<file path="src/rtl/core/cdq_pkg.sv">
`timescale 1ns / 1ps
// ----------------------------------------------------------------------------
// cdq_pkg
// Shared types and constants for the circular deque core.
// ----------------------------------------------------------------------------
package cdq_pkg;

   localparam int DEPTH   = 64;
   localparam int IDX_W   = (DEPTH > 1) ? $clog2(DEPTH) : 1;
   localparam int CAP_W   = 7;
   localparam int DATA_W  = 32;
   localparam int OP_W    = 3;
   localparam int STAT_W  = 2;

   localparam logic [OP_W-1:0] OP_INS_REAR  = 3'd0;
   localparam logic [OP_W-1:0] OP_INS_FRONT = 3'd1;
   localparam logic [OP_W-1:0] OP_DEL_FRONT = 3'd2;
   localparam logic [OP_W-1:0] OP_DEL_REAR  = 3'd3;
   localparam logic [OP_W-1:0] OP_READ_ALL  = 3'd4;

   localparam logic [STAT_W-1:0] STAT_OK    = 2'd0;
   localparam logic [STAT_W-1:0] STAT_FULL  = 2'd1;
   localparam logic [STAT_W-1:0] STAT_EMPTY = 2'd2;

   typedef struct packed {
      logic [OP_W-1:0]          op;
      logic signed [DATA_W-1:0] value;
   } req_type;

   typedef struct packed {
      logic signed [DATA_W-1:0] data;
      logic [STAT_W-1:0]        status;
      logic                     last;
   } rsp_type;

   typedef enum logic [2:0] {
      ST_IDLE,
      ST_EXEC,
      ST_DEL_DATA,
      ST_DUMP_ISSUE,
      ST_DUMP_DATA
   } cdq_state_type;

   typedef struct packed {
      logic load_item;
      logic insert;
      logic delete;
      logic del_load;
      logic emit_full;
      logic emit_empty;
      logic dump_start;
      logic dump_issue;
      logic dump_load;
   } cdq_cmd_type;

   typedef struct packed {
      logic [OP_W-1:0] op;
      logic            full;
      logic            empty;
      logic            out_free;
      logic            dump_end;
   } cdq_sts_type;

endpackage

</file>
<file path="src/rtl/core/cdq_ram.sv">
`timescale 1ns / 1ps
// ----------------------------------------------------------------------------
// cdq_ram
// Generic single-write, single-read RAM with a registered read port.
// ----------------------------------------------------------------------------
module cdq_ram #(
   parameter int WIDTH = 32,
   parameter int DEPTH = 64
) (
   input  logic                                      clock,
   input  logic                                      wr_en,
   input  logic [((DEPTH > 1) ? $clog2(DEPTH) : 1)-1:0] wr_addr,
   input  logic [WIDTH-1:0]                          wr_data,
   input  logic                                      rd_en,
   input  logic [((DEPTH > 1) ? $clog2(DEPTH) : 1)-1:0] rd_addr,
   output logic [WIDTH-1:0]                          rd_data
);

   logic [WIDTH-1:0] mem_ff [DEPTH];
   logic [WIDTH-1:0] rd_data_ff;

   always_ff @(posedge clock) begin
      if (wr_en) begin
         mem_ff[wr_addr] <= wr_data;
      end
      if (rd_en) begin
         rd_data_ff <= mem_ff[rd_addr];
      end
   end

   assign rd_data = rd_data_ff;

endmodule

</file>
<file path="src/rtl/core/cdq_ctrl.sv">
`timescale 1ns / 1ps
// ----------------------------------------------------------------------------
// cdq_ctrl
// Sequencer for the deque: accepts one item, then steps the datapath.
// ----------------------------------------------------------------------------
module cdq_ctrl
   import cdq_pkg::*;
(
   input  logic        clock,
   input  logic        reset,
   input  logic        req_valid,
   output logic        req_stall,
   input  cdq_sts_type sts,
   output cdq_cmd_type cmd
);

   cdq_state_type state_ff;
   cdq_state_type state_in;

   always_ff @(posedge clock) begin
      if (reset) begin
         state_ff <= ST_IDLE;
      end else begin
         state_ff <= state_in;
      end
   end

   always_comb begin
      state_in  = state_ff;
      cmd       = '0;
      req_stall = (state_ff != ST_IDLE);
      unique case (state_ff)
         ST_IDLE: begin
            if (req_valid) begin
               cmd.load_item = 1'b1;
               state_in      = ST_EXEC;
            end
         end
         ST_EXEC: begin
            if (sts.out_free) begin
               state_in = ST_IDLE;
               unique case (sts.op) inside
                  OP_INS_REAR, OP_INS_FRONT: begin
                     if (sts.full) begin
                        cmd.emit_full = 1'b1;
                     end else begin
                        cmd.insert = 1'b1;
                     end
                  end
                  OP_DEL_FRONT, OP_DEL_REAR: begin
                     if (sts.empty) begin
                        cmd.emit_empty = 1'b1;
                     end else begin
                        cmd.delete = 1'b1;
                        state_in   = ST_DEL_DATA;
                     end
                  end
                  OP_READ_ALL: begin
                     if (sts.empty) begin
                        cmd.emit_empty = 1'b1;
                     end else begin
                        cmd.dump_start = 1'b1;
                        state_in       = ST_DUMP_ISSUE;
                     end
                  end
                  default: begin
                     state_in = ST_IDLE;
                  end
               endcase
            end
         end
         ST_DEL_DATA: begin
            cmd.del_load = 1'b1;
            state_in     = ST_IDLE;
         end
         ST_DUMP_ISSUE: begin
            if (sts.out_free) begin
               cmd.dump_issue = 1'b1;
               state_in       = ST_DUMP_DATA;
            end
         end
         ST_DUMP_DATA: begin
            cmd.dump_load = 1'b1;
            state_in      = sts.dump_end ? ST_IDLE : ST_DUMP_ISSUE;
         end
         default: begin
            state_in = ST_IDLE;
         end
      endcase
   end

endmodule

</file>
<file path="src/rtl/core/cdq_dpath.sv">
`timescale 1ns / 1ps
// ----------------------------------------------------------------------------
// cdq_dpath
// Deque datapath: indices, capacity, entry store and result register.
// ----------------------------------------------------------------------------
module cdq_dpath
   import cdq_pkg::*;
(
   input  logic             clock,
   input  logic             reset,
   input  req_type          req_data,
   input  logic             csr_wr_en,
   input  logic [CAP_W-1:0] csr_wr_data,
   input  logic             rsp_stall,
   output logic             rsp_valid,
   output rsp_type          rsp_data,
   input  cdq_cmd_type      cmd,
   output cdq_sts_type      sts
);

   function automatic logic [IDX_W-1:0] idx_next(input logic [IDX_W-1:0] i,
                                                 input logic [CAP_W-1:0] n);
      logic [CAP_W-1:0] inc;
      inc = CAP_W'(i) + CAP_W'(1);
      return (inc >= n) ? '0 : IDX_W'(inc);
   endfunction

   function automatic logic [IDX_W-1:0] idx_prev(input logic [IDX_W-1:0] i,
                                                 input logic [CAP_W-1:0] n);
      logic [CAP_W-1:0] top;
      top = n - CAP_W'(1);
      if (i == '0 || CAP_W'(i) >= n) begin
         return IDX_W'(top);
      end
      return i - IDX_W'(1);
   endfunction

   logic [CAP_W-1:0]         cap_ff;
   logic [IDX_W-1:0]         front_ff;
   logic [IDX_W-1:0]         rear_ff;
   logic                     empty_ff;
   logic [IDX_W-1:0]         ptr_ff;
   logic                     end_ff;
   logic [OP_W-1:0]          op_ff;
   logic signed [DATA_W-1:0] value_ff;
   logic                     rsp_valid_ff;
   rsp_type                  rsp_ff;

   logic [CAP_W-1:0]  n;
   logic [IDX_W-1:0]  rear_nx;
   logic [IDX_W-1:0]  front_pv;
   logic              full;
   logic              out_free;
   logic              wr_en;
   logic [IDX_W-1:0]  wr_addr;
   logic              rd_en;
   logic [IDX_W-1:0]  rd_addr;
   logic [DATA_W-1:0] rd_data;

   always_comb begin
      if (cap_ff == '0) begin
         n = CAP_W'(1);
      end else if (cap_ff > CAP_W'(DEPTH)) begin
         n = CAP_W'(DEPTH);
      end else begin
         n = cap_ff;
      end
   end

   assign rear_nx  = idx_next(rear_ff, n);
   assign front_pv = idx_prev(front_ff, n);
   assign full     = !empty_ff && (rear_nx == front_ff);
   assign out_free = !rsp_valid_ff || !rsp_stall;

   always_comb begin
      wr_en   = cmd.insert;
      wr_addr = '0;
      if (!empty_ff) begin
         wr_addr = (op_ff == OP_INS_REAR) ? rear_nx : front_pv;
      end
      rd_en   = cmd.delete || cmd.dump_issue;
      rd_addr = cmd.dump_issue ? ptr_ff
              : ((op_ff == OP_DEL_FRONT) ? front_ff : rear_ff);
   end

   cdq_ram #(
      .WIDTH (DATA_W),
      .DEPTH (DEPTH)
   ) u_ram (
      .clock   (clock),
      .wr_en   (wr_en),
      .wr_addr (wr_addr),
      .wr_data (value_ff),
      .rd_en   (rd_en),
      .rd_addr (rd_addr),
      .rd_data (rd_data)
   );

   always_ff @(posedge clock) begin
      if (reset) begin
         cap_ff   <= CAP_W'(DEPTH);
         front_ff <= '0;
         rear_ff  <= '0;
         empty_ff <= 1'b1;
      end else if (csr_wr_en) begin
         cap_ff   <= csr_wr_data;
         front_ff <= '0;
         rear_ff  <= '0;
         empty_ff <= 1'b1;
      end else if (cmd.insert) begin
         if (empty_ff) begin
            front_ff <= '0;
            rear_ff  <= '0;
            empty_ff <= 1'b0;
         end else if (op_ff == OP_INS_REAR) begin
            rear_ff <= rear_nx;
         end else begin
            front_ff <= front_pv;
         end
      end else if (cmd.delete) begin
         if (front_ff == rear_ff) begin
            front_ff <= '0;
            rear_ff  <= '0;
            empty_ff <= 1'b1;
         end else if (op_ff == OP_DEL_FRONT) begin
            front_ff <= idx_next(front_ff, n);
         end else begin
            rear_ff <= idx_prev(rear_ff, n);
         end
      end
   end

   always_ff @(posedge clock) begin
      if (cmd.load_item) begin
         op_ff    <= req_data.op;
         value_ff <= req_data.value;
      end
      if (cmd.dump_start) begin
         ptr_ff <= front_ff;
      end else if (cmd.dump_issue) begin
         ptr_ff <= idx_next(ptr_ff, n);
         end_ff <= (ptr_ff == rear_ff);
      end
   end

   always_ff @(posedge clock) begin
      if (reset) begin
         rsp_valid_ff <= 1'b0;
      end else if (cmd.insert || cmd.emit_full || cmd.emit_empty ||
                   cmd.del_load || cmd.dump_load) begin
         rsp_valid_ff <= 1'b1;
      end else if (!rsp_stall) begin
         rsp_valid_ff <= 1'b0;
      end
   end

   always_ff @(posedge clock) begin
      if (cmd.insert) begin
         rsp_ff <= '{data: '0, status: STAT_OK, last: 1'b1};
      end else if (cmd.emit_full) begin
         rsp_ff <= '{data: '0, status: STAT_FULL, last: 1'b1};
      end else if (cmd.emit_empty) begin
         rsp_ff <= '{data: '0, status: STAT_EMPTY, last: 1'b1};
      end else if (cmd.del_load) begin
         rsp_ff <= '{data: rd_data, status: STAT_OK, last: 1'b1};
      end else if (cmd.dump_load) begin
         rsp_ff <= '{data: rd_data, status: STAT_OK, last: end_ff};
      end
   end

   assign rsp_valid    = rsp_valid_ff;
   assign rsp_data     = rsp_ff;
   assign sts.op       = op_ff;
   assign sts.full     = full;
   assign sts.empty    = empty_ff;
   assign sts.out_free = out_free;
   assign sts.dump_end = end_ff;

endmodule

</file>
<file path="src/rtl/core/circular_deque_core.sv">
`timescale 1ns / 1ps
// ----------------------------------------------------------------------------
// circular_deque_core
// Double-ended queue of 32-bit signed values in a circular entry store.
//
// The core takes one item at a time and holds req_stall high until that
// item's work is finished. A delete, unlike an insert, takes an extra step
// for the registered read port of the entry store. A read-out reads the
// store and then loads the single result register for each stored entry,
// so it reads no further entry until the last result is loaded. A result
// that waits on rsp_stall holds up further work, but the next item is still
// accepted while it waits. Writing the capacity register empties the queue;
// a capacity of zero acts as one and a value above the store depth acts as
// the depth.
// ----------------------------------------------------------------------------
module circular_deque_core
   import cdq_pkg::*;
(
   input  logic             clock,
   input  logic             reset,
   input  logic             req_valid,
   output logic             req_stall,
   input  req_type          req_data,
   output logic             rsp_valid,
   input  logic             rsp_stall,
   output rsp_type          rsp_data,
   input  logic             csr_wr_en,
   input  logic [CAP_W-1:0] csr_wr_data
);

   cdq_cmd_type cmd;
   cdq_sts_type sts;

   cdq_ctrl u_ctrl (
      .clock     (clock),
      .reset     (reset),
      .req_valid (req_valid),
      .req_stall (req_stall),
      .sts       (sts),
      .cmd       (cmd)
   );

   cdq_dpath u_dpath (
      .clock       (clock),
      .reset       (reset),
      .req_data    (req_data),
      .csr_wr_en   (csr_wr_en),
      .csr_wr_data (csr_wr_data),
      .rsp_stall   (rsp_stall),
      .rsp_valid   (rsp_valid),
      .rsp_data    (rsp_data),
      .cmd         (cmd),
      .sts         (sts)
   );

   a_busy_after_accept: assert property (@(posedge clock) disable iff (reset)
      (req_valid && !req_stall) |=> req_stall)
      else $error("accepted item did not make the core busy");

   a_insert_not_full: assert property (@(posedge clock) disable iff (reset)
      cmd.insert |-> !sts.full)
      else $error("insert issued into a full queue");

   a_delete_not_empty: assert property (@(posedge clock) disable iff (reset)
      (cmd.delete || cmd.dump_start) |-> !sts.empty)
      else $error("store read started on an empty queue");

   a_result_slot_free: assert property (@(posedge clock) disable iff (reset)
      (cmd.insert || cmd.emit_full || cmd.emit_empty || cmd.del_load ||
       cmd.dump_load) |-> sts.out_free)
      else $error("result register overwritten before it was taken");

endmodule
</file>
<file path="config.mk">
export PLATFORM = sky130hd
export DESIGN_NAME = circular_deque_core
export DESIGN_NICKNAME = d
export VERILOG_FILES = /design/src/rtl/core/cdq_pkg.sv /design/src/rtl/core/cdq_ram.sv /design/src/rtl/core/cdq_ctrl.sv /design/src/rtl/core/cdq_dpath.sv /design/src/rtl/core/circular_deque_core.sv
export SDC_FILE = /design/constraint.sdc
export NUM_CORES = 2
export LEC_CHECK = 0
export ABC_AREA = 1
export BUFFER_PORTS_ARGS = -buffer_cell sky130_fd_sc_hd__buf_2
export CAP_MARGIN = 20
export CORE_MARGIN = 4
export CORE_UTILIZATION = 50
export CTS_CLUSTER_DIAMETER = 60
export DETAILED_ROUTE_END_ITERATION = 7
export PLACE_DENSITY = 0.67
export SYNTH_ARGS = -nofsm -noshare
export SYNTH_HDL_FRONTEND = slang
export SYNTH_SLANG_ARGS = --single-unit
</file>
<file path="constraint.sdc">
create_clock -name clock -period 6.9 [get_ports clock]
set_clock_uncertainty 0.05 [all_clocks]
set_input_delay 1.38 -clock clock [delete_from_list [all_inputs] [get_ports clock]]
set_output_delay 1.38 -clock clock [all_outputs]
set_load 0.005 [all_outputs]
</file>
# [Word-level counts from Yosys, hierarchy flattened]
# Memories as Yosys holds them, arrays and structs flattened. A register that Yosys moved wholly into a read port is not among the register bits.
# Index checks and enable logic that the tools add are counted.
[word_totals] mem_bits_ro=0 ramBits=2048 elab_cells=156 out_inout_bits=37 inputBits=47 reg_bits=101 memories=1 latch_bits=0
[classes] n_bitwise=1 n_addsub=6 n_eq_ne=18 n_shift=0 div_mod_pow=0 n_reduce_logical=37 n_mux=73 n_lt_le_gt_ge=6 n_mul=0
[mem_list] memory="u_dpath.u_ram.mem_ff" depth=64 width=32 read_ports=1 rd_ports_with_merged_regs=1 write_ports=1 line="cdq_ram.sv:19" source="logic [WIDTH-1:0] mem_ff [DEPTH];"
[op_table] operator="$mux 6" count=25
[op_table] operator="$mux 35" count=2
[op_table] operator="$mux 1" count=30
[op_table] operator="$add 6x1->7 const B" count=3
[op_table] operator="$ge 7x7->1" count=3
[op_table] operator="$eq 6x6->1" count=3
[op_table] operator="$mux 3" count=6
[op_table] operator="$sub 6x1->6 const B" count=3
[op_table] operator="$ge 6x7->1" count=2
[op_table] operator="$mux 7" count=2
[op_table] operator="$eq 3x2->1 const B" count=4
[op_table] operator="$logic_not 6->1" count=2
[op_table] operator="$mux 2" count=6
[op_table] operator="$pmux 3 s4" count=1
[op_table] operator="$reduce_and 3->1" count=3
[op_table] operator="$reduce_bool 3->1" count=3
[op_table] operator="$logic_or 1x1->1" count=8
[op_table] operator="$reduce_bool 2->1" count=4
[op_table] operator="$reduce_or 2->1" count=4
[op_table] operator="$gt 7x7->1 const B" count=1
[op_table] operator="$logic_not 7->1" count=1
[op_table] operator="$eq 3x1->1 const B" count=2
[op_table] operator="$eq 3x3->1 const B" count=2
[op_table] operator="$logic_not 3->1" count=2
[op_table] operator="12 further kinds" count=19

# [Longest topological paths before layout]
[depth] depth_word=20 mapped_depth=31

# [By module]
# Synthesis repeated with hierarchy kept, for this count alone.
[unflattened] cells_unflattened=7556 hier_area_um2=89002.9
[modules_own_cells] mod="cdq_ram" area_each_um2=83058.4 cells_each=6769 instances=1
[modules_own_cells] mod="cdq_dpath" area_each_um2=5685.5 cells_each=738 instances=1
[modules_own_cells] mod="cdq_ctrl" area_each_um2=259.0 cells_each=49 instances=1

# [Worst setup path before layout]
# No wires, ideal clock.
[synth_path] path_type="reg-to-reg" start="reg u_dpath.cap_ff[3]" end="mem u_dpath.u_ram.mem_ff[32][0] (enable)" setup_slack_ps=1486 path_stages_with_launch=26 n_path_buf=1 setup_time_ps=461 t_arrival_ps=4903 cell_sequence="dfxtp_1 > nor2_1 > nand3_1 > nor2_1 > o21ai_0 > inv_1 > ha_1 > nand2_1 > nand2_1 > nand2_1 > nand2_1 > nand2_1 > nand2_1 > nand2_1 > nand2_1 > nand2_1 > nand2_1 > buf_6 > nand4_1 > nand2_1 > clkinv_1 > nand2_2 > nor2_4 > a21oi_4 > nand3_1 > nor3_1"
[synth_between] elab_chain_len=13
[synth_lines] item="from (decl)" line="cdq_dpath.sv:38" source="logic [CAP_W-1:0] cap_ff;"
[synth_lines] item="from (signal assigned)" line="cdq_dpath.sv:101" source="cap_ff <= CAP_W'(DEPTH);"
[synth_lines] item="from (signal assigned)" line="cdq_dpath.sv:106" source="cap_ff <= csr_wr_data;"
[synth_lines] item="$gt 7x7->1" line="cdq_dpath.sv:63" source="end else if (cap_ff > CAP_W'(DEPTH)) begin"
[synth_lines] item="$mux 7" line="cdq_dpath.sv:63"
[synth_lines] item="$mux 7 (*)" line="cdq_dpath.sv:61" source="if (cap_ff == '0) begin"
[synth_lines] item="$ge 7x7->1" line="cdq_dpath.sv:25" source="return (inc >= n) ? '0 : IDX_W'(inc);"
[synth_lines] item="$mux 6" line="cdq_dpath.sv:25"
[synth_lines] item="$eq 6x6->1" line="cdq_dpath.sv:72" source="assign full = !empty_ff && (rear_nx == front_ff);"
[synth_lines] item="$logic_and 1x1->1" line="cdq_dpath.sv:72"
[synth_lines] item="$mux 1" line="cdq_ctrl.sv:44" source="if (sts.full) begin"
[synth_lines] item="$mux 1" line="cdq_ctrl.sv:42" source="unique case (sts.op) inside"
[synth_lines] item="$mux 2" line="cdq_ctrl.sv:40" source="if (sts.out_free) begin"
[synth_lines] item="$mux 2" line="cdq_ctrl.sv:32" source="unique case (state_ff)"
[synth_lines] item="$mux 1" line="cdq_ram.sv:23" source="if (wr_en) begin"
[synth_lines] item="$mux 1 (not written as such)" line="cdq_ram.sv:24" source="mem_ff[wr_addr] <= wr_data;"
[synth_lines] item="to (decl)" line="cdq_ram.sv:19"
# Mark *: on every way between the ends. The rest lies on a longest branch, timed or not. The select of a mux whose other input is x is not followed.

# [Worst setup path after layout]
[layout_path] start="reg u_dpath.cap_ff[1]" end="mem u_dpath.u_ram.mem_ff[55][3] (enable)"
# Same word-level chain as after synthesis.

==> impl_metrics.json <==
{
  "status": "finished, final reports clean",
  "fin_crit_sh": 0.790,
  "drc": 0,
  "setup-tns-final_ns": 0,
  "wl_per_cell_um": 27.1,
  "yosysSeqAreaShare": 0.742,
  "area_growth_pct": 12.3,
  "crit_type": "register to register",
  "synth_seq_cells": 2181,
  "required_ns": 7.32,
  "rsz0062_at_grt": "false",
  "hold_class": "register to register",
  "post_cts_buffers": 0,
  "crit_fanout": 32,
  "use_met1": 0.385,
  "finalCriticalPeriod_ns": 5.45,
  "antenna_found_initial": 7,
  "syn_area_mm2": 0.0874,
  "clkSinkCount": 2181,
  "clk_latency_ns": 0.86,
  "drive_gt1_frac": 0.106,
  "cts.clk_slew.worst_paths_ns": 0.06,
  "detail-route-antenna-nets": 0,
  "setup_viol": 0,
  "cts_tree": "yes",
  "cts_max_path_buffers": 3,
  "hp-start": "u_dpath.rsp_data[34]$_SDFFE_PP0P_",
  "grt_overflow": 0,
  "reg2regPathDepth": 22,
  "dieArea_mm2": 0.182,
  "cts_hold_buf": 0,
  "setup.worst_path.end": "u_dpath.u_ram.mem_ff[55][3]$_DFFE_PP_",
  "powerDensity_mw_per_mm2": 274,
  "drtIter0Drc": 7248,
  "first_global_vias": 52780,
  "gp_congestion": 0.920,
  "synth_cell_types": 51,
  "met3_usage": 0.0545,
  "ys.warnings.count": 0,
  "grt_use_met2": 0.387,
  "routed_wl_um": 243000,
  "syn_inst": 6416,
  "grt-busiest-layer": "met2",
  "hpwlAfterDp_um": 138000,
  "dieHeight_um": 426,
  "numCtsBuffers": 211,
  "portBuffers": 83,
  "dieWidth_um": 426,
  "crit_arrival_ns": 5.87,
  "top_level_ports": 84,
  "cts_root_buffer": "clkbuf_16",
  "htreeDepth": 4,
  "viasPerCell": 6.26,
  "rr_endpoint": "u_dpath.u_ram.mem_ff[55][3]$_DFFE_PP_",
  "fmaxAchievable_ghz": 0.184,
  "irDropWorstVdd_uv": 236,
  "multiInputGateArea_mm2": 0.0207,
  "tightest_slew_ns": 1.11,
  "fin_nets": 6549,
  "place_area_mm2": 0.0913,
  "grt_first_pass_wirelength_um": 354000,
  "via_count": 56153,
  "grt_use_total": 0.263,
  "rows": 153,
  "leakage_nw": 31.7,
  "final_common_cell": "edfxtp_1",
  "worstSetupStartpoint": "u_dpath.cap_ff[1]$_SDFFE_PP0P_",
  "worst_setup_path_end_kind": "register",
  "startpoint_type": "register",
  "timing.rr.start": "u_dpath.cap_ff[1]$_SDFFE_PP0P_",
  "final_cell_mix": "2122 x edfxtp_1, 1347 x nor2_1, 543 x o21ai_0",
  "start_util": 0.503,
  "finalInstanceArea_mm2": 0.0982,
  "cts_resized": 0,
  "dr.pass1.iters": 6,
  "fillers": 13694,
  "seq_area_mm2": 0.0649,
  "rrSetupSlack_ns": 1.45,
  "slew_headroom": 0.258,
  "slew_violations": 0,
  "syn-num-nets": 6500,
  "syn_area_per_cell_um2": 13.6,
  "drv_cap": 0,
  "core-area_mm2": 0.174,
  "hold_viol": 0,
  "grt_max_degree": 207
}
cells in the mapped netlist (all sizes together):
cell type | count | share of area
mux2i | 1 | 0.00011
o311ai | 256 | 0.026
o2111ai | 1 | 0.00010
a31oi | 1 | 0.000072
o21bai | 257 | 0.022
o32ai | 256 | 0.026
dfxtp | 59 | 0.014
or2 | 2 | 0.00014
o22ai | 2 | 0.00014
nand4 | 21 | 0.0024
a22oi | 1 | 0.000086
nand2 | 274 | 0.012
a21o | 1 | 0.000086
nor2 | 1410 | 0.061
clkinv | 5 | 0.00021
ha | 37 | 0.0053
nor3 | 21 | 0.0012
inv | 80 | 0.0034
o221ai | 1 | 0.00010
buf | 179 | 0.011
xor2 | 19 | 0.0019
clkbuf | 291 | 0.012
o31ai | 2 | 0.00017
o311a | 1 | 0.00011
a211oi | 1 | 0.000086
o21ai | 554 | 0.032
xnor2 | 5 | 0.00050
a21oi | 43 | 0.0026
nor4 | 1 | 0.000072
a221oi | 1 | 0.00010
edfxtp | 2122 | 0.73
o21a | 5 | 0.00043
nor3b | 1 | 0.000086
nand3 | 239 | 0.014
o211ai | 264 | 0.023
a21boi | 2 | 0.00017
worst min-delay path by stage:
stage,slack (ns),cells past startpoint,endpoint
floorplan,0.41,2,u_dpath.rsp_data[10]$_SDFFE_PP0P_
global placement,0.40,2,u_dpath.rsp_data[8]$_SDFFE_PP0P_
detailed placement,0.41,2,u_dpath.rsp_data[8]$_SDFFE_PP0P_
CTS,0.41,2,u_dpath.rsp_data[8]$_SDFFE_PP0P_
global route,0.43,2,u_dpath.rsp_data[21]$_SDFFE_PP0P_
finish,0.41,2,u_dpath.rsp_data[34]$_SDFFE_PP0P_
per-stage QoR:
stage / cells / hold WS (ns) / power [mW] / setup slack (ns) / utilization
after global routing: 8974 / 0.433 / 27.6 / 1.10 / 0.565
after global placement: 8571 / 0.403 / 15.9 / 1.41 / 0.525
after floorplan: 6416 / 0.412 / 15.4 / 1.49 / -
final: 8974 / 0.414 / 26.9 / 1.45 / 0.565
after detailed placement: 8571 / 0.405 / 15.9 / 1.47 / 0.525
after CTS: 8966 / 0.414 / 27.0 / 1.47 / 0.564
state kept, by name (all words and copies together), names as in the netlist:
name	flops
u_ctrl.state_ff	3
u_dpath.cap_ff	7
u_dpath.empty_ff	1
u_dpath.end_ff	1
u_dpath.front_ff	6
u_dpath.op_ff	3
u_dpath.ptr_ff	6
u_dpath.rear_ff	6
u_dpath.rsp_data	35
u_dpath.rsp_valid	1
u_dpath.u_ram.mem_ff	2048
u_dpath.u_ram.rd_data	32
u_dpath.value_ff	32
report_power, final:
| group | internal, mW | switching (mW) | leakage [nW] | total (mW) |
|---|---|---|---|---|
| sequential | 14.6 | 0.0186 | 19.6 | 14.6 |
| combinational | 0.212 | 0.795 | 8.86 | 1.01 |
| clock | 6.30 | 4.97 | 3.29 | 11.3 |
metal layers:
metal | part of all wire | vias to the layer above
li1 | - | 24567
met1 | 0.41 | 28199
met2 | 0.44 | 2964
met3 | 0.10 | 421
met4 | 0.040 | 2
met5 | 0.000054 | -
cell families after synthesis:
group           count (synthesis)  synth area share
flops                        2181             0.742
fa+ha+maj                      37           0.00529
compound gates               1649             0.132
xor+xnor                       24           0.00240
buf+inv                       555            0.0268
simple gates                 1969            0.0909
mux                             1          0.000114
worst max-delay path, stage by stage, from the launching register on:
cell,delay (ns)
dfxtp_1,0.37
nor2_1,0.06
nand3_1,0.09
nor2_1,0.05
o21ai_0,0.40
inv_1,0.26
ha_1,0.36
nand2_1,0.06
nand2_1,0.05
nand2_1,0.04
nand2_1,0.07
nand2_1,0.05
nand2_1,0.05
nand2_1,0.05
nand2_1,0.06
nand2_1,0.05
nand2_1,0.31
nand3_2,0.13
o21ai_0,0.77
nand2_1,0.12
inv_1,0.11
nand2_1,0.45
nor2_4,1.02
final cells by class:
type | instances | area share
Sequential cell | 2181 | 0.661
Inverter | 85 | 0.00353
Timing Repair Buffer | 306 | 0.0262
Clock buffer | 271 | 0.0573
Tap cell | 2325 | 0.0296
Clock inverter | 124 | 0.0113
Multi-Input combinational cell | 3680 | 0.211
Antenna cell | 2 | 0.0000510
No activity file was read; power rests on OpenSTA's default activity.
